<file path="config.mk">
export PLATFORM = sky130hd
export DESIGN_NAME = hello_neighbor_liveness_table_unit
export DESIGN_NICKNAME = d
export VERILOG_FILES = /design/src/design/hnl_pkg.sv /design/src/design/hnl_cell.sv /design/src/design/hnl_seq.sv /design/src/design/hello_neighbor_liveness_table_unit.sv
export VERILOG_INCLUDE_DIRS = /design/src /design/src/design
export SDC_FILE = /design/constraint.sdc
export NUM_CORES = 2
export LEC_CHECK = 0
export BUFFER_PORTS_ARGS = -buffer_cell sky130_fd_sc_hd__buf_2
export CAP_MARGIN = 20
export CORE_ASPECT_RATIO = 1.25
export CORE_MARGIN = 2
export CORE_UTILIZATION = 38
export DETAILED_ROUTE_END_ITERATION = 8
export REMOVE_ABC_BUFFERS = 1
export SLEW_MARGIN = 15
export SYNTH_ARGS = -nofsm -noshare
export SYNTH_HDL_FRONTEND = slang
export SYNTH_HIERARCHICAL = 1
export SYNTH_SLANG_ARGS = --single-unit
</file>
<file path="constraint.sdc">
create_clock -name clk -period 16.1 [get_ports clk]
set_clock_uncertainty 0.2 [all_clocks]
set_input_delay 1.61 -clock clk [delete_from_list [all_inputs] [get_ports clk]]
set_output_delay 1.61 -clock clk [all_outputs]
set_load 0.005 [all_outputs]
</file>
<file path="src/design/hello_neighbor_liveness_table_unit_assert.svh">
// assertion helpers used by the neighbor table sequencer
`ifndef HELLO_NEIGHBOR_LIVENESS_TABLE_UNIT_ASSERT_SVH
`define HELLO_NEIGHBOR_LIVENESS_TABLE_UNIT_ASSERT_SVH

// consequent must hold in the same cycle as the antecedent
`define HNL_ASSERT_NOW(lbl, ck, rn, ante, cons, msg) \
  lbl: assert property (@(posedge ck) disable iff (!rn) (ante) |-> (cons)) \
    else $error(msg);

// consequent must hold in the cycle after the antecedent
`define HNL_ASSERT_NEXT(lbl, ck, rn, ante, cons, msg) \
  lbl: assert property (@(posedge ck) disable iff (!rn) (ante) |=> (cons)) \
    else $error(msg);

`endif

</file>
<file path="src/design/hnl_pkg.sv">
package hnl_pkg;

  // request codes
  localparam logic REQ_HELLO = 1'b0;
  localparam logic REQ_TICK  = 1'b1;

  // result event codes
  localparam logic [2:0] EV_NEW       = 3'd0;
  localparam logic [2:0] EV_REFRESHED = 3'd1;
  localparam logic [2:0] EV_STALE     = 3'd2;
  localparam logic [2:0] EV_FULL      = 3'd3;
  localparam logic [2:0] EV_TIMED_OUT = 3'd4;
  localparam logic [2:0] EV_DONE      = 3'd5;

  // configuration register indexes
  localparam int CFG_IDX_W = 1;
  localparam logic [CFG_IDX_W-1:0] CFG_HOLD_TIMEOUT = 1'b0;
  localparam logic [CFG_IDX_W-1:0] CFG_OWN_ADDRESS  = 1'b1;

  localparam logic [7:0] HOLD_TIMEOUT_RST = 8'd10;

  typedef struct packed {
    logic        req_type;
    logic [31:0] source_address;
    logic [15:0] hello_sequence;
    logic [31:0] current_time;
  } in_item_t;

  typedef struct packed {
    logic [2:0]  event_kind;
    logic [31:0] neighbour_address;
    logic        last_of_run;
  } out_item_t;

  // one neighbor entry held by a cell
  typedef struct packed {
    logic [31:0] address;
    logic [15:0] seq_num;
    logic [31:0] heard_time;
  } entry_t;

  // what the whole row of cells does each cycle
  typedef enum logic [1:0] {
    OP_HOLD   = 2'd0,
    OP_ROTATE = 2'd1,
    OP_DROP   = 2'd2,
    OP_APPEND = 2'd3
  } cell_op_t;

  typedef struct packed {
    cell_op_t op;
    entry_t   wrap;
    entry_t   back;
    entry_t   fresh;
  } cell_ctl_t;

endpackage

</file>
<file path="src/design/hnl_cell.sv">
module hnl_cell #(
  parameter int K     = 0,
  parameter int CNT_W = 5
) (
  input  logic               clk,
  input  hnl_pkg::cell_ctl_t ctl,
  input  logic [CNT_W-1:0]   count,
  input  logic [CNT_W-1:0]   unscanned,
  input  hnl_pkg::entry_t    next_q,
  output hnl_pkg::entry_t    q
);

  localparam logic [CNT_W-1:0] POS    = CNT_W'(K);
  localparam logic [CNT_W-1:0] POS_P1 = CNT_W'(K + 1);
  localparam logic [CNT_W-1:0] ONE    = CNT_W'(1);

  hnl_pkg::entry_t entry_r;
  hnl_pkg::entry_t entry_nxt;

  // per-cell move selection from the broadcast op and fill level
  always_comb begin
    entry_nxt = entry_r;
    case (ctl.op)
      hnl_pkg::OP_HOLD: begin
        entry_nxt = entry_r;
      end
      hnl_pkg::OP_ROTATE: begin
        if (POS_P1 < count) begin
          entry_nxt = next_q;
        end else if (POS_P1 == count) begin
          entry_nxt = ctl.wrap;
        end
      end
      hnl_pkg::OP_DROP: begin
        // head takes the back of the unscanned run, the kept run closes up
        if ((K == 0) && (unscanned > ONE)) begin
          entry_nxt = ctl.back;
        end else if ((POS_P1 >= unscanned) && (POS_P1 < count)) begin
          entry_nxt = next_q;
        end
      end
      hnl_pkg::OP_APPEND: begin
        if (POS == count) begin
          entry_nxt = ctl.fresh;
        end
      end
      default: begin
        entry_nxt = entry_r;
      end
    endcase
  end

  always_ff @(posedge clk) begin
    entry_r <= entry_nxt;
  end

  assign q = entry_r;

endmodule

</file>
<file path="src/design/hnl_seq.sv">
`include "hello_neighbor_liveness_table_unit_assert.svh"

module hnl_seq #(
  parameter int MAX_NEIGHBOURS = 16,
  localparam int CNT_W = $clog2(MAX_NEIGHBOURS + 1),
  localparam int IDX_W = (MAX_NEIGHBOURS > 1) ? $clog2(MAX_NEIGHBOURS) : 1
) (
  input  logic                              clk,
  input  logic                              rst_n,
  input  logic                              in_valid,
  output logic                              in_stall,
  input  hnl_pkg::in_item_t                 in_data,
  output logic                              out_valid,
  input  logic                              out_stall,
  output hnl_pkg::out_item_t                out_data,
  input  logic                              cfg_we,
  input  logic [hnl_pkg::CFG_IDX_W-1:0]     cfg_index,
  input  logic [31:0]                       cfg_wdata,
  input  hnl_pkg::entry_t                   cells [MAX_NEIGHBOURS],
  output hnl_pkg::cell_ctl_t                ctl,
  output logic [CNT_W-1:0]                  count,
  output logic [CNT_W-1:0]                  unscanned
);

  localparam logic [CNT_W-1:0] MAX_CNT = CNT_W'(MAX_NEIGHBOURS);
  localparam logic [CNT_W-1:0] ONE     = CNT_W'(1);

  typedef enum logic [3:0] {
    S_IDLE  = 4'b0001,
    S_SCAN  = 4'b0010,
    S_REPLY = 4'b0100,
    S_TICK  = 4'b1000
  } state_t;

  state_t             state_r, state_nxt;
  hnl_pkg::in_item_t  req_r, req_nxt;
  logic               own_r, own_nxt;
  logic               hit_r, hit_nxt;
  logic               upd_r, upd_nxt;
  logic [CNT_W-1:0]   count_r, count_nxt;
  logic [CNT_W-1:0]   left_r, left_nxt;
  logic               out_valid_r, out_valid_nxt;
  hnl_pkg::out_item_t out_item_r, out_item_nxt;
  logic [7:0]         hold_timeout_r, hold_timeout_nxt;
  logic [31:0]        own_address_r, own_address_nxt;

  hnl_pkg::entry_t    head;
  logic               head_match;
  logic               head_newer;
  logic [32:0]        silence;
  logic               head_expired;
  logic               can_emit;
  logic               emit;
  hnl_pkg::out_item_t emit_item;
  logic [CNT_W-1:0]   back_pos;
  logic [IDX_W-1:0]   back_idx;

  // head cell checks
  assign head       = cells[0];
  assign head_match = (head.address == req_r.source_address);
  assign head_newer = (req_r.hello_sequence > head.seq_num);
  assign silence    = {1'b0, req_r.current_time} - {1'b0, head.heard_time};
  assign head_expired = !silence[32] && (silence[31:0] > {24'd0, hold_timeout_r});

  // back of the unscanned run during a tick
  assign back_pos = left_r - ONE;
  assign back_idx = back_pos[IDX_W-1:0];

  assign can_emit = !out_valid_r || !out_stall;

  // sequencer
  always_comb begin
    state_nxt = state_r;
    req_nxt   = req_r;
    own_nxt   = own_r;
    hit_nxt   = hit_r;
    upd_nxt   = upd_r;
    count_nxt = count_r;
    left_nxt  = left_r;
    emit      = 1'b0;
    emit_item = '0;
    ctl.op    = hnl_pkg::OP_HOLD;
    ctl.wrap  = head;
    ctl.back  = cells[back_idx];
    ctl.fresh = {req_r.source_address, req_r.hello_sequence, req_r.current_time};
    case (state_r)
      S_IDLE: begin
        if (in_valid) begin
          req_nxt  = in_data;
          own_nxt  = 1'b0;
          hit_nxt  = 1'b0;
          upd_nxt  = 1'b0;
          left_nxt = count_r;
          if (in_data.req_type == hnl_pkg::REQ_TICK) begin
            state_nxt = S_TICK;
          end else if (in_data.source_address == own_address_r) begin
            own_nxt   = 1'b1;
            state_nxt = S_REPLY;
          end else if (count_r == '0) begin
            state_nxt = S_REPLY;
          end else begin
            state_nxt = S_SCAN;
          end
        end
      end
      S_SCAN: begin
        // one full turn of the table past the head cell
        ctl.op = hnl_pkg::OP_ROTATE;
        if (head_match) begin
          hit_nxt = 1'b1;
          upd_nxt = head_newer;
          if (head_newer) begin
            ctl.wrap = {head.address, req_r.hello_sequence, req_r.current_time};
          end
        end
        left_nxt = left_r - ONE;
        if (left_r == ONE) begin
          state_nxt = S_REPLY;
        end
      end
      S_REPLY: begin
        if (can_emit) begin
          emit                        = 1'b1;
          emit_item.neighbour_address = req_r.source_address;
          emit_item.last_of_run       = 1'b1;
          if (own_r) begin
            emit_item.event_kind = hnl_pkg::EV_DONE;
          end else if (hit_r) begin
            emit_item.event_kind = upd_r ? hnl_pkg::EV_REFRESHED : hnl_pkg::EV_STALE;
          end else if (count_r == MAX_CNT) begin
            emit_item.event_kind = hnl_pkg::EV_FULL;
          end else begin
            emit_item.event_kind = hnl_pkg::EV_NEW;
            ctl.op               = hnl_pkg::OP_APPEND;
            count_nxt            = count_r + ONE;
          end
          state_nxt = S_IDLE;
        end
      end
      S_TICK: begin
        if (left_r == '0) begin
          if (can_emit) begin
            emit                 = 1'b1;
            emit_item.event_kind = hnl_pkg::EV_DONE;
            emit_item.last_of_run = 1'b1;
            state_nxt            = S_IDLE;
          end
        end else if (head_expired) begin
          if (can_emit) begin
            emit                        = 1'b1;
            emit_item.event_kind        = hnl_pkg::EV_TIMED_OUT;
            emit_item.neighbour_address = head.address;
            ctl.op                      = hnl_pkg::OP_DROP;
            count_nxt                   = count_r - ONE;
            left_nxt                    = left_r - ONE;
          end
        end else begin
          // kept entry moves behind the other kept ones
          ctl.op   = hnl_pkg::OP_ROTATE;
          left_nxt = left_r - ONE;
        end
      end
      default: begin
        state_nxt = S_IDLE;
      end
    endcase
  end

  // result register
  always_comb begin
    out_valid_nxt = out_valid_r;
    out_item_nxt  = out_item_r;
    if (emit) begin
      out_valid_nxt = 1'b1;
      out_item_nxt  = emit_item;
    end else if (out_valid_r && !out_stall) begin
      out_valid_nxt = 1'b0;
    end
  end

  // configuration writes
  always_comb begin
    hold_timeout_nxt = hold_timeout_r;
    own_address_nxt  = own_address_r;
    if (cfg_we) begin
      case (cfg_index)
        hnl_pkg::CFG_HOLD_TIMEOUT: hold_timeout_nxt = cfg_wdata[7:0];
        hnl_pkg::CFG_OWN_ADDRESS:  own_address_nxt  = cfg_wdata;
        default: begin
          hold_timeout_nxt = hold_timeout_r;
        end
      endcase
    end
  end

  always_ff @(posedge clk) begin
    if (!rst_n) begin
      state_r        <= S_IDLE;
      count_r        <= '0;
      out_valid_r    <= 1'b0;
      hold_timeout_r <= hnl_pkg::HOLD_TIMEOUT_RST;
      own_address_r  <= '0;
    end else begin
      state_r        <= state_nxt;
      count_r        <= count_nxt;
      out_valid_r    <= out_valid_nxt;
      hold_timeout_r <= hold_timeout_nxt;
      own_address_r  <= own_address_nxt;
    end
  end

  // transaction and scan payload
  always_ff @(posedge clk) begin
    req_r      <= req_nxt;
    own_r      <= own_nxt;
    hit_r      <= hit_nxt;
    upd_r      <= upd_nxt;
    left_r     <= left_nxt;
    out_item_r <= out_item_nxt;
  end

  assign in_stall  = (state_r != S_IDLE);
  assign out_valid = out_valid_r;
  assign out_data  = out_item_r;
  assign count     = count_r;
  assign unscanned = left_r;

  // checks
  `HNL_ASSERT_NOW(a_count_max, clk, rst_n, 1'b1, count_r <= MAX_CNT, "table count overflow")
  `HNL_ASSERT_NOW(a_left_le_count, clk, rst_n, state_r == S_TICK, left_r <= count_r, "scan beyond table")
  `HNL_ASSERT_NEXT(a_drop_reports, clk, rst_n, ctl.op == hnl_pkg::OP_DROP, out_valid_r && (out_item_r.event_kind == hnl_pkg::EV_TIMED_OUT), "removal without report")
  `HNL_ASSERT_NEXT(a_append_reports, clk, rst_n, ctl.op == hnl_pkg::OP_APPEND, out_valid_r && (out_item_r.event_kind == hnl_pkg::EV_NEW) && (count_r != '0), "append without report")

endmodule

</file>
<file path="src/design/hello_neighbor_liveness_table_unit.sv">
// Neighbor table kept in a row of cells, one entry per cell, packed from cell 0. Items are
// taken one at a time (in_stall is high while one is in work). A hello runs one full turn of
// the table past the head cell, one entry per cycle, then reports; an empty table or a hello
// from the node's own address goes straight to the report. A tick also walks the head cell
// one entry per cycle while no result waits on a stalled output, kept entries rotating to the
// back and timed-out ones dropped with the back of the unscanned run moving into the head,
// then closes with a done result. Either kind also waits while the result side stalls with a
// result of it ready to go out. A result register sits on the output, so one result may wait
// there while work goes on.
module hello_neighbor_liveness_table_unit #(
  parameter int MAX_NEIGHBOURS = 16
) (
  input  logic                          clk,
  input  logic                          rst_n,
  input  logic                          in_valid,
  output logic                          in_stall,
  input  hnl_pkg::in_item_t             in_data,
  output logic                          out_valid,
  input  logic                          out_stall,
  output hnl_pkg::out_item_t            out_data,
  input  logic                          cfg_we,
  input  logic [hnl_pkg::CFG_IDX_W-1:0] cfg_index,
  input  logic [31:0]                   cfg_wdata
);

  localparam int CNT_W = $clog2(MAX_NEIGHBOURS + 1);

  hnl_pkg::entry_t    cell_q [MAX_NEIGHBOURS];
  hnl_pkg::entry_t    next_q [MAX_NEIGHBOURS];
  hnl_pkg::cell_ctl_t ctl;
  logic [CNT_W-1:0]   count;
  logic [CNT_W-1:0]   unscanned;

  // row of entry cells, each fed by its upper neighbor
  for (genvar k = 0; k < MAX_NEIGHBOURS; k++) begin : g_cell
    if (k < MAX_NEIGHBOURS - 1) begin : g_link
      assign next_q[k] = cell_q[k+1];
    end else begin : g_end
      assign next_q[k] = cell_q[k];
    end

    hnl_cell #(
      .K     (k),
      .CNT_W (CNT_W)
    ) u_cell (
      .clk       (clk),
      .ctl       (ctl),
      .count     (count),
      .unscanned (unscanned),
      .next_q    (next_q[k]),
      .q         (cell_q[k])
    );
  end

  // sequencer, configuration and result register
  hnl_seq #(
    .MAX_NEIGHBOURS (MAX_NEIGHBOURS)
  ) u_seq (
    .clk       (clk),
    .rst_n     (rst_n),
    .in_valid  (in_valid),
    .in_stall  (in_stall),
    .in_data   (in_data),
    .out_valid (out_valid),
    .out_stall (out_stall),
    .out_data  (out_data),
    .cfg_we    (cfg_we),
    .cfg_index (cfg_index),
    .cfg_wdata (cfg_wdata),
    .cells     (cell_q),
    .ctl       (ctl),
    .count     (count),
    .unscanned (unscanned)
  );

endmodule
</file>
## Yosys cells after proc, flatten, opt, wreduce, memory -nomap -nowiden

Cells that the tools add are included.

| storage, ports and cells | value |
|---|---|
| output and inout bits | 38 |
| input port bits | 119 |
| bits in registers | 1454 |
| word-level logic and storage cells | 385 |

| cells by class | value |
|---|---|
| equal/unequal tests | 88 |
| order comparisons | 35 |
| reductions and logical operators | 52 |
| bitwise logic cells | 4 |
| add/sub/neg operators | 4 |
| muxes and demuxes | 139 |

Operators with widths:

| kind | number |
|---|---|
| two-way mux 80 bit | 66 |
| one-hot mux 80 bit (3 select lines) | 15 |
| binary-select mux 80 bit (select 4 bit) | 1 |
| one-hot mux 80 bit (2 select lines) | 1 |
| two-way mux 48 bit | 3 |
| != test 2 x 1 -> 1 bit, second input constant | 37 |
| one-hot mux 36 bit (2 select lines) | 1 |
| two-way mux 35 bit | 2 |
| AND reduction 4 bit | 17 |
| equality test 32 bit | 2 |
| two-way mux 5 bit | 11 |
| != test 3 x 1 -> 1 bit, second input constant | 16 |
| equality test 4 x 5 -> 1 bit, first input constant | 8 |
| >= comparator 4 x 5 -> 1 bit, first input constant | 8 |
| < comparator 4 x 5 -> 1 bit, first input constant | 8 |
| two-way mux 36 bit | 1 |
| subtractor 32 x 32 -> 33 bit | 1 |
| greater-than comparator 32 x 8 -> 1 bit | 1 |
| two-way mux 32 bit | 1 |
| two-way mux 4 bit | 6 |
| equality test 3 x 5 -> 1 bit, first input constant | 4 |
| >= comparator 3 x 5 -> 1 bit, first input constant | 4 |
| < comparator 3 x 5 -> 1 bit, first input constant | 4 |
| two-way mux 2 bit | 9 |
| other kinds (44) | 95 |

## Depth between registers and ports, before layout

| logic depth | value |
|---|---|
| depth after elaboration | 10 |
| depth in mapped cells | 26 |
| mapped depth without buffers | 23 |

## By module

The synthesis kept the hierarchy.

By module, submodules not included:

| module | cells an instance | area an instance (um^2) | instances | sequential area each (um^2) |
|---|---|---|---|---|
| hnl_seq | 1529 | 19959.1 | 1 | 4724.5 |
| hnl_cell (g_cell[10].u_cell) | 454 | 5855.6 | 1 | 2402.3 |
| hnl_cell (g_cell[14].u_cell) | 453 | 5604.1 | 1 | 2402.3 |
| hnl_cell (g_cell[0].u_cell) | 559 | 5569.1 | 1 | 2402.3 |
| hnl_cell (g_cell[9].u_cell) | 478 | 5416.4 | 1 | 2402.3 |
| hnl_cell (g_cell[8].u_cell) | 478 | 5415.2 | 1 | 2402.3 |
| hnl_cell (g_cell[11].u_cell) | 476 | 5402.7 | 1 | 2402.3 |
| hnl_cell (g_cell[7].u_cell) | 474 | 5380.2 | 1 | 2402.3 |
| hnl_cell (g_cell[13].u_cell) | 360 | 5159.9 | 1 | 2402.3 |
| hnl_cell (g_cell[12].u_cell) | 358 | 5157.4 | 1 | 2402.3 |
| hnl_cell (g_cell[2].u_cell) | 358 | 5134.9 | 1 | 2402.3 |
| hnl_cell (g_cell[5].u_cell) | 456 | 5098.6 | 1 | 2402.3 |
| hnl_cell (g_cell[4].u_cell) | 455 | 5028.6 | 1 | 2402.3 |
| hnl_cell (g_cell[3].u_cell) | 368 | 4823.4 | 1 | 2402.3 |
| +3 rows | n/a | n/a | n/a | n/a |

## Worst setup path before layout

OpenSTA, ideal clock, no wires.

| timing path | value |
|---|---|
| path type | flip-flop to flip-flop |
| start | register u_seq.req_r (netlist bit u_seq/ctl[3]) |
| end | register g_cell[1].u_cell.entry_r (netlist bit g_cell[1].u_cell/q[0]), enable pin |
| arrival time | 13.805 ns |
| clock period less this slack | 14.798 ns |
| stages on the path, launching flop included | 24 |
| path slack | 1.302 ns |
| buffers on the path | 3 |
| library setup time | 0.792 ns |
| data required time | 15.108 ns |
| cell sequence | edfxtp_1 -> ha_1 -> a21o_1 -> a21oi_1 -> nand2_1 -> a21boi_0 -> xnor2_1 -> ha_1 -> a21oi_1 -> o21ai_0 -> mux2i_1 -> a21oi_1 -> a21oi_1 -> o2111ai_1 -> nor3_1 -> nand4_1 -> o21bai_1 -> nand3_1 -> nand3_1 -> clkbuf_1 -> buf_2 -> buf_2 -> inv_1 -> o311ai_0 |

RTL lines:

| what | RTL line | source |
|---|---|---|
| from (decl) | hnl_seq.sv:36 | `hnl_pkg::in_item_t req_r, req_nxt;` |
| from (signal assigned) | hnl_seq.sv:214 | `req_r <= req_nxt;` |
| to (signal assigned) | hnl_cell.sv:54 | `entry_r <= entry_nxt;` |
| to (decl) | hnl_cell.sv:17 | `hnl_pkg::entry_t entry_r;` |

==> metrics.md <==
| Metric | Value |
|---|---|
| Outcome | `finished, final reports clean` |
| Worst slew pin tran | `1.38 ns` |
| Top cells by count, synth | `edfxtp_1 (1404), mux2i_1 (1355), nor2b_1 (774), clkbuf_1 (462), mux4_2 (400)` |
| Layout cells sized above 1 | `17.0%` |
| DRT iter0 DRCs | `11500` |
| Final TNS setup | `0 ns` |
| Leak Pwr | `35.3 nW` |
| Peak Freq | `0.103 GHz` |
| DIE WIDTH | `468 µm` |
| GRT Util Overall | `28.0%` |
| Die height | `584 µm` |
| Tmin final | `9.67 ns` |
| Mux cell area share after synthesis | `22.6%` |
| Commonest register cell after synthesis | `edfxtp_1` |
| Crit path from | `u_seq/ctl[3]` |
| CORE AREA | `267000 µm²` |
| Crit path DAT | `9.94 ns` |
| Post-synth ARST share | `0%` |
| Dpl cells | `11300` |
| Die area | `273000 µm²` |
| Simple-gate area share of the yosys netlist | `11.2%` |
| CP endpoint kind | `flip-flop` |
| Hold Vio Cnt, Final | `0` |
| Worst slew margin | `7.60%` |
| Yosys cell types | `95` |
| R2r worst-path depth | `24` |
| Cell type with the highest aggregate area in the netlist | `edfxtp_1` |
| Reg2reg setup slack | `6.43 ns` |
| # Max-Cap Violations | `0` |
| Largest net degree at the start of global routing | `222` |
| Clk slew on worst S/H paths | `0.06 ns` |
| Initial Util | `38.2%` |
| Total grt overflow | `0` |
| DP HPWL | `213000 µm` |
| Synth Area in Compound Gates | `17.0%` |
| Post-synth top area share | `41.2%` |
| Power after layout | `10.2 mW` |
| TritonCTS Buffers | `171` |
| RR Endpoint | `g_cell[5].u_cell/q[29]` |
| Cell-by-cell trace of the critical path | `ha_1 -> a21o_1 -> a21oi_1 -> nand2_1 -> a21boi_0 -> xnor2_1 -> ha_1 -> nand2_1 -> o21ai_0 -> mux2i_1 -> a21oi_1 -> a21oi_1 -> o2111ai_1 -> nor3_1 -> nand4_1 -> o21a_2 -> nor2_4 -> inv_8 -> buf_4 -> nor4b_1 -> a22oi_1 -> o22ai_4 -> buf_4 -> buf_4` |
| Area delta synth->final | `7.24%` |
| CTS resizes | `0` |
| H-tree Lvls | `4` |
| WL per Instance | `34.4 µm` |
| Post-route DRC | `0` |
| Via/cell ratio | `6.94` |
| Synth Instances | `8277` |
| Critical Path Sink | `g_cell[5].u_cell/q[29]` |
| GP Congestion | `0.934` |
| Crit path required time | `16.37 ns` |
| Via count | `80600` |
| FP Rows | `212` |
| Post-Syn Area | `102000 µm²` |
| Util after Layout | `41.0%` |
| RR Startpoint | `u_seq/ctl[3]` |
| Largest family of logic cells by synthesized area | `multiplexers` |
| Vias in the first global route | `78200` |
| Post-synth EDFFs | `1404` |
| Largest fanout on the critical path | `137` |
| CP max stage cell | `buf_4` |
| Number of routed nets with antenna violations | `0` |
| Global-route wire length before repair | `569000 µm` |
| CTS Buffer Depth | `4` |
| Initial antenna violation count | `27` |
| Final setup violation count | `0` |
| Delay-heaviest family, CP | `compound AO/OA/AOI/OAI gates` |
| DRT Wirelength | `399000 µm` |
| Crit. path cell count | `24` |
| Non-Filler Instances | `11600` |
| CP max stage delay | `0.98 ns` |
| Pre-antenna DRT Iters | `7` |
| Post-Synth Adder-Cell Area | `0.786%` |
| Most common cell in the netlist | `edfxtp_1` |
| Crit Path Class | `reg2reg` |
| Power per cell area | `93.0 nW/µm²` |
| Register area share after synthesis | `42.2%` |
| Worst min path class | `reg2reg` |
| Clock Latency Late Sink | `0.88 ns` |
| RSZ-0062 raised after global routing | `false` |
| Final cycle utilization of the critical path | `60.1%` |
| Synthesis-stage register bit count | `1454` |
| IO Pins | `157` |
| Postcts setup bufs | `0` |
| Post-Synth XOR/XNOR Area | `0.745%` |
| Port Buf Inserts | `156` |
| Top cells by area, synth | `edfxtp_1 (41%), mux2i_1 (13%), mux4_2 (8.8%), nor2b_1 (4.7%), a221o_1 (3.1%)` |
| Yosys warning count | `6` |
| CTS Hold Buffers Added | `0` |
| Maximum vdd drop | `0.000111 V` |
| Syn avg cell area | `12.4 µm²` |
| Nets | `8126` |
| HP Start | `u_seq/own_address_r[7]` |
| Worst path bufs/invs | `4` |
| CTS tree | `done` |
| Clock sinks | `1454` |
| Root Buffer | `clkbuf_16` |
| Critical path launch point type | `flip-flop` |
| Slew Limit Fails | `0` |
[cell usage in the layout (no fill, tap or decap), types with 13 or more instances in the layout]
cell type / instances
a211oi_2: 159
a22o_1: 349
a221o_1: 317
nor2_1: 124
and3_1: 88
o21ai_0: 107
nor3_1: 184
dfxtp_1: 46
o21ai_1: 20
and2b_1: 32
ha_1: 60
buf_2: 156
o21a_1: 13
mux2_2: 49
nor2b_1: 770
a21o_1: 18
nand2b_1: 20
o32ai_1: 81
clkbuf_1: 48
nor4b_1: 321
a211oi_1: 166
buf_12: 15
clkinv_2: 16
mux4_2: 400
inv_1: 73
a211o_1: 319
nand3_1: 29
edfxtp_1: 1404
nand2_1: 151
clkinv_1: 26
diode_2: 19
nand4_1: 32
a21oi_2: 84
mux2i_1: 1355
a21oi_1: 295
buf_4: 204
a21boi_0: 44
clkbuf_16: 175
xnor2_1: 73
[how the worst min path moves through the flow]
| stage | end | slack (ns) | depth (start not counted) |
|---|---|---|---|
| floorplan | u_seq/hold_timeout_r[2] | 0.24 | 2 |
| global placement | u_seq/hold_timeout_r[2] | 0.26 | 2 |
| detailed placement | u_seq/own_address_r[7] | 0.27 | 2 |
| CTS | u_seq/own_address_r[7] | 0.28 | 2 |
| global route | u_seq/own_address_r[29] | 0.30 | 2 |
| finish | u_seq/own_address_r[7] | 0.28 | 2 |
[final cells by class]
| cell class | instances | area (µm²) |
|---|---|---|
| clock inverters | 60 | 523 |
| well taps | 3531 | 4420 |
| multi-input cells | 5862 | 53900 |
| clock buffers | 229 | 4640 |
| flip-flops and latches | 1454 | 43200 |
| repair buffers | 377 | 2670 |
| diodes | 19 | 47.5 |
| fillers | 25000 | 158000 |
| inverters | 78 | 320 |
[state kept, by name (all words and copies together), names as in the netlist]
name / cells
u_seq/own_r: 1
u_seq/own_address_r: 32
u_seq/out_valid: 1
u_seq/ctl: 80
u_seq/out_data: 36
u_seq/hold_timeout_r: 8
u_seq/count: 5
u_seq/hit_r: 1
g_cell.u_cell/q: 1280
u_seq/upd_r: 1
u_seq/state_r: 4
u_seq/unscanned: 5
[report_power, final]
part	switching, mW	internal (mW)
Combinational	1.17	0.886
Sequential	0.0952	4.17
Clock	1.73	2.14
Total	3.00	7.20
[worst register-to-register path, cell delays in order, from the launching register on]
cell and delay, ns:
edfxtp_1 0.73, ha_1 0.40, a21o_1 0.19, a21oi_1 0.24, nand2_1 0.13, a21boi_0 0.25
xnor2_1 0.10, ha_1 0.32, nand2_1 0.08, o21ai_0 0.22, mux2i_1 0.11, a21oi_1 0.25
a21oi_1 0.08, o2111ai_1 0.12, nor3_1 0.11, nand4_1 0.17, o21a_2 0.93, nor2_4 0.17
inv_8 0.61, buf_4 0.94, nor4b_1 0.33, a22oi_1 0.15, o22ai_4 0.74, buf_4 0.99
buf_4 0.67
[logic make-up after synthesis]
group | Yosys count
AOI/OAI and AO/OA | 2078
DFF | 1454
and+or+nand+nor | 1830
buffers and inverters | 961
xor gates and xnor gates | 87
muxes | 1804
adders and majority gates | 63
[through the flow]
step | hold slack [ns] | setup WS, ns | cell area (µm²)
floorplan | 0.243 | -72.80 | 96900
global placement | 0.263 | 6.43 | 104000
detailed placement | 0.275 | 6.65 | 104000
CTS | 0.284 | 6.54 | 110000
global route | 0.303 | 5.90 | 110000
finish | 0.279 | 6.43 | 110000
[routing by layer]
layer	vias up	track usage [%]	wire [µm]
met5	-	0	202
met4	26	15.1	24700
met3	1271	5.31	40300
met2	5352	44.7	183000
met1	41200	35.9	151000
li1	32700	-	-
Power figures use the tool's default switching activity.
